--- src/sv/assert_macros.svh ---
// Assertion macros used by the queue RTL.
// Each macro expands to one labeled concurrent assertion clocked on clk_i.
`ifndef ASSERT_MACROS_SVH
`define ASSERT_MACROS_SVH

// Assertion that is switched off while rst_ni is low.
`define ASSERT_CLK(lbl, prop, msg) \
  lbl: assert property (@(posedge clk_i) disable iff (!rst_ni) prop) else $error(msg);

// Assertion that is checked at every edge, reset included.
`define ASSERT_ALWAYS(lbl, prop, msg) \
  lbl: assert property (@(posedge clk_i) prop) else $error(msg);

`endif

--- src/sv/mhpq_pkg.sv ---
// Shared types and constants for the max-priority queue.
// No dependencies.
package mhpq_pkg;

  localparam int unsigned DEPTH      = 1024;
  localparam int unsigned DATA_WIDTH = 32;
  localparam int unsigned CNT_W      = $clog2(DEPTH + 1);
  localparam int unsigned IDX_W      = $clog2(DEPTH);

  localparam logic KIND_PUSH = 1'b0;
  localparam logic KIND_POP  = 1'b1;

  localparam logic [1:0] ST_OK        = 2'd0;
  localparam logic [1:0] ST_OVERFLOW  = 2'd1;
  localparam logic [1:0] ST_UNDERFLOW = 2'd2;

  typedef struct packed {
    logic                         kind;
    logic signed [DATA_WIDTH-1:0] value;
  } in_req_t;

  typedef struct packed {
    logic signed [DATA_WIDTH-1:0] popped_value;
    logic [1:0]                   status;
    logic [CNT_W-1:0]             count_after;
  } out_rsp_t;

  // Broadcast from the controller to every cell of the row.
  typedef struct packed {
    logic                         push;
    logic                         pop;
    logic signed [DATA_WIDTH-1:0] value;
    logic [CNT_W-1:0]             count;
  } cell_ctl_t;

endpackage

--- src/sv/mhpq_cell.sv ---
// One slot of the sorted row: holds one entry, kept in descending order.
// Depends on mhpq_pkg.
module mhpq_cell import mhpq_pkg::*; (
  input  logic                         clk_i,
  input  logic [IDX_W-1:0]             idx_i,
  input  cell_ctl_t                    ctl_i,
  input  logic signed [DATA_WIDTH-1:0] left_val_i,
  input  logic                         left_ge_i,
  input  logic signed [DATA_WIDTH-1:0] right_val_i,
  output logic signed [DATA_WIDTH-1:0] val_o,
  output logic                         ge_o
);

  logic signed [DATA_WIDTH-1:0] val_q, val_d;
  logic                         occupied;

  assign occupied = CNT_W'(idx_i) < ctl_i.count;
  // Occupied and not below the new value: this slot stays put on a push.
  assign ge_o     = occupied && (val_q >= ctl_i.value);
  assign val_o    = val_q;

  always_comb begin
    val_d = val_q;
    if (ctl_i.push) begin
      if (!ge_o) begin
        val_d = left_ge_i ? ctl_i.value : left_val_i;
      end
    end else if (ctl_i.pop) begin
      val_d = right_val_i;
    end
  end

  always_ff @(posedge clk_i) begin
    val_q <= val_d;
  end

endmodule

--- config.mk ---
export PLATFORM = sky130hd
export DESIGN_NAME = mhpq_cell
export DESIGN_NICKNAME = d
export VERILOG_FILES = /design/src/sv/assert_macros.svh /design/src/sv/mhpq_pkg.sv /design/src/sv/mhpq_cell.sv
export SDC_FILE = /design/constraint.sdc
export NUM_CORES = 1
export LEC_CHECK = 0
export BUFFER_PORTS_ARGS = -buffer_cell sky130_fd_sc_hd__buf_2
export CAP_MARGIN = 0
export CORE_ASPECT_RATIO = 1.5
export CORE_MARGIN = 8
export CORE_UTILIZATION = 35
export DETAILED_ROUTE_END_ITERATION = 8
export PLACE_DENSITY = 0.66
export SLEW_MARGIN = 5
export SYNTH_ARGS = -nofsm -noshare
export SYNTH_HDL_FRONTEND = slang
export SYNTH_SLANG_ARGS = --single-unit
--- constraint.sdc ---
create_clock -name clk_i -period 7.8 [get_ports clk_i]
set_clock_uncertainty 0.05 [all_clocks]
set_input_delay 0.39 -clock clk_i [delete_from_list [all_inputs] [get_ports clk_i]]
set_output_delay 0.39 -clock clk_i [all_outputs]
set_load 0.1 [all_outputs]
### Yosys cells after proc, flatten, opt, wreduce, memory -nomap -nowiden

Cells that the tools add are included.
W data, S select, Z words.

* $lt $le $gt $ge: 2
* equality and inequality tests: 1
* multiplexer cells: 4
* reduce and logical (&&, ||, !) cells: 3

Operators with widths (count)
* $mux W32: 4
* $ge A32 B32 Y1: 1
* $lt A10 B11 Y1: 1
* $ne A2 B2 Y1 const B: 1
* $reduce_and A2 Y1: 1
* $reduce_bool A2 Y1: 1
* $logic_and A1 B1 Y1: 1

* bits in registers: 32
* input bits: 121
* output and inout bits: 33
* word-level logic and storage cells: 11

### Longest topological paths before layout

* depth after elaboration: 4
* mapped depth: 8
* depth with buffers taken out: 8

### Worst setup path after synthesis

No wires, ideal clock.

* path kind: reg2out
* start point: reg val_q[14] (netlist: val_o[14])
* end point: out ge_o
* arrival: 3843 ps
* data required time: 7360 ps
* path slack: 3517 ps
* stages on the path, launching flop included: 8
* path buffers: 0
* cell sequence: edfxtp_1 -> ha_1 -> and4_4 -> a211oi_2 -> o31ai_1 -> o41ai_1 -> mux2i_1 -> a21oi_1

* word-level cells in the longest chain between the ends: 2

Ends and longest elaborated chain
* start: declaration: line mhpq_cell.sv:14 `logic signed [DATA_WIDTH-1:0] val_q, val_d;`
* start signal: assignment: line mhpq_cell.sv:34 `val_q <= val_d;`
* $ge A32 B32 Y1: line mhpq_cell.sv:19 `assign ge_o = occupied && (val_q >= ctl_i.value);`
* $logic_and A1 B1 Y1: line mhpq_cell.sv:19
* end: declaration: line mhpq_cell.sv:11 `output logic ge_o`

Every way passes these cells.

### Worst setup path in the final report

* start point: reg val_q[14] (netlist: val_o[14])
* end point: reg val_q[20] (netlist: val_o[20]) (enable)

* word-level cells in the longest chain between the ends: 4

Ends and longest elaborated chain (line)
* $ge A32 B32 Y1: mhpq_cell.sv:19
* $logic_and A1 B1 Y1: mhpq_cell.sv:19
* $ne A2 B2 Y1 (no source line)
* $reduce_and A2 Y1 (no source line)

Every way passes these cells.
A chain may end at the register's enable or synchronous reset.

==> impl_metrics.yaml <==
run_status:
  status: "finished clean"
run:
  cap_viol_max_count: 0
timing:
  post-route-min-period_ns: 3.194
  timing_worst_slew_pin_value_ns: 0.9700
  report.final.setup_viol: 0
  hold_ws_ns: 0.3878
  tcrit_tclk_final_pct: 40.94
  max_slew_margin_pct: 35.33
  drv_slew: 0
  setup_total_negative_slack_ns: 0
  grt_setup_unrepaired: "no"
  maxClockFrequency_mhz: 313.1
  report.final.hold_viol_count: 0
  fin_ws_ns: 4.606
synthesis:
  mappedNetlistNets: 450
  ys_async_rst_share_pct: 0
  synth_seq_cells: 32
  postSynthAreaPerCell_um2: 9.314
  synth-warning-count: 0
  synth-compound-area-share_pct: 15.35
  synth_enable_flop_cells: 32
  synth_largest_type_area_fraction_pct: 35.82
  synth_ff_type: "sky130_fd_sc_hd__edfxtp_1"
  synth_fa_ha_area_share_pct: 19.12
  netlist_top_cells_area: "sky130_fd_sc_hd__edfxtp_1 36%, sky130_fd_sc_hd__ha_1 19%, sky130_fd_sc_hd__mux2i_1 12%"
  area_share_of_and_or_nand_nor_cells_after_synthesis_pct: 9.981
  synthesis.instances: 288
  dominant_combinational_cell_family_by_area_after_synthesis: "adder cells"
  synthesized_area_fraction_occupied_by_xor_and_xnor_cells_pct: 0
  sequential_area_share_after_synthesis_pct: 35.82
  synth_mux_area_share_pct: 12.31
  post-synth-top-count-cell: "sky130_fd_sc_hd__a21oi_1"
  synthDominantAreaCellType: "sky130_fd_sc_hd__edfxtp_1"
  netlist_area_mm2: 0.002683
  synth_top_cells_by_count: "47 x sky130_fd_sc_hd__a21oi_1, 41 x sky130_fd_sc_hd__ha_1, 41 x sky130_fd_sc_hd__inv_1"
  number_of_distinct_library_cells_after_synthesis: 32
global_route:
  grt_antenna_before_repair: 0
  grt_pass1_vias: 2659
  grt_pass1_wl_um: 11920
  grt_overflow: 0
  largest_net_degree_at_the_start_of_global_routing: 69
  global_route.usage.total_pct: 14.16
clock_network:
  cts-buffers-inserted: 5
  cts.sink_count: 32
  ctsRootBufferMaster: "sky130_fd_sc_hd__clkbuf_16"
  cts_repair_resizes: 0
  worstSkewPairLatency_ns: 0.27
  htree_num_levels: 2
  cts_hold_buffers: 0
  clk_pin_slew_ns: 0.05
  cts_tree: "done"
  post-cts-setup-buffers: 0
  cts.path.max_buffers: 2
setup_path:
  cp_data_arrival_time_ns: 3.04
  crit_path_start_kind: "flop"
  regToRegSetupSlack_ns: 4.61
  launch_instance_of_the_worst_register_to_register_path: "val_o[14]$_DFFE_PP_"
  timing.rr.end: "val_o[20]$_DFFE_PP_"
  crit_path_max_fanout: 32
  crit_required_ns: 7.64
  cp-end-kind: "flop"
  startpoint: "val_o[14]$_DFFE_PP_"
  worst_setup_path_type: "flop to flop"
  rr_worst_depth: 7
floorplan:
  overall_die_area_mm2: 0.01078
  die_width_um: 87.48
  initial_utilization_pct: 35.70
  top_level_port_count: 154
  std_cell_rows: 39
  fp.dieH_um: 123.2
  floorplan_core_area_mm2: 0.007515
hold_path:
  worst_hold_path.num_cells: 3
  worst_hold_start: "right_val_i[9]"
  worst_hold_path.endpoint: "val_o[9]$_DFFE_PP_"
  hold_path.class: "primary input to flop"
route:
  drc: 0
  routed_wl_um: 7815
  routed_wire_length_per_instance_um: 14.47
  drt_pre_antenna_iters: 6
  drt.antenna.violating_nets: 0
  vias_per_cell: 4.756
  route.vias.total: 2568
  drt_iter0_markers: 46
pwr:
  leakagePower_nw: 1.943
  total_power_mw: 0.7611
  vdd_drop_max_mv: 0.1257
  pwr_density_cell_mw_per_mm2: 207.3
layout:
  insertedDiodeCount: 0
  largest_register_ff_count: 32
  post_route_cells_drive_above_1_share_pct: 37.44
  final_net_count: 600
  final_util_pct: 48.87
  filler_free_cell_count_of_the_finished_design: 540
  area_delta_synth_final_pct: 36.89
  design_area_mm2: 0.003672
placed_design:
  placement.io_buffers: 153
  numPlacedInstances: 533
  dpl_cell_area_mm2: 0.003538
  hpwl_um: 6512
  placement.setup.worst_slack_ns: 4.485
  final_wtd_congestion: 0.7549
-- placed cells by master (no fill, tap or decap), types with 2 or more instances in the layout --
cell type                   instances
sky130_fd_sc_hd__mux2i_1           33
sky130_fd_sc_hd__nand2_1            7
sky130_fd_sc_hd__nand4_1            5
sky130_fd_sc_hd__a31oi_1            2
sky130_fd_sc_hd__nor2_1            34
sky130_fd_sc_hd__a21oi_1           47
sky130_fd_sc_hd__inv_1             41
sky130_fd_sc_hd__nand2b_1           2
sky130_fd_sc_hd__nand3_1            4
sky130_fd_sc_hd__o21ai_0            5
sky130_fd_sc_hd__a2111oi_0          2
sky130_fd_sc_hd__ha_1              41
sky130_fd_sc_hd__buf_2            153
sky130_fd_sc_hd__edfxtp_1          32
sky130_fd_sc_hd__clkbuf_16          5
sky130_fd_sc_hd__nor2b_1            2
sky130_fd_sc_hd__o31ai_1            2
sky130_fd_sc_hd__o21a_1             2
sky130_fd_sc_hd__a21o_1             4
-- how the worst max path moves through the flow --
stage	endpoint	slack, ns	cells after the start
after floorplan	ge_o	3.52	7
after global placement	val_o[16]$_DFFE_PP_	4.55	9
after detailed placement	val_o[17]$_DFFE_PP_	4.48	9
after CTS	val_o[28]$_DFFE_PP_	4.58	7
after global routing	val_o[28]$_DFFE_PP_	4.42	7
final	val_o[20]$_DFFE_PP_	4.61	7
-- routing by layer --
layer | vias to the layer above | global-route usage (%) | wire [µm]
met1 | 1146 | 14.19 | 2823
met4 | 0 | 3.243 | 61
li1 | 1333 | - | -
met2 | 84 | 26.69 | 4267
met3 | 5 | 5.256 | 663
met5 | - | 0 | 0
-- cell type report --
type | count | area, µm²
flip-flops and latches | 32 | 960.9
repair buffers | 154 | 773.2
clock inverters | 1 | 5.005
fillers | 759 | 3842
clock buffers | 6 | 128.9
inverters | 41 | 153.9
multi-input cells | 204 | 1523
well taps | 102 | 127.6
-- worst max-delay path, cell delays in order (launching register included) --
cell and delay (ns):
sky130_fd_sc_hd__edfxtp_1 0.39, sky130_fd_sc_hd__ha_1 0.33, sky130_fd_sc_hd__and4_4 0.21, sky130_fd_sc_hd__a211oi_2 0.22
sky130_fd_sc_hd__o31ai_1 0.10, sky130_fd_sc_hd__o41ai_1 0.41, sky130_fd_sc_hd__mux2i_1 0.29, sky130_fd_sc_hd__a31o_2 0.79
-- kinds of logic after synthesis --
| group | count (synthesis) |
|---|---|
| and+or+nand+nor | 59 |
| DFF | 32 |
| buffers and inverters | 52 |
| AOI/OAI and AO/OA | 71 |
| muxes | 33 |
| adders and majority gates | 41 |
-- report_power, final --
part           switching [mW]  internal (mW)
combinational           0.259         0.0860
clock                  0.0686          0.116
sequential             0.0108          0.221
Power figures use the tool's default switching activity.
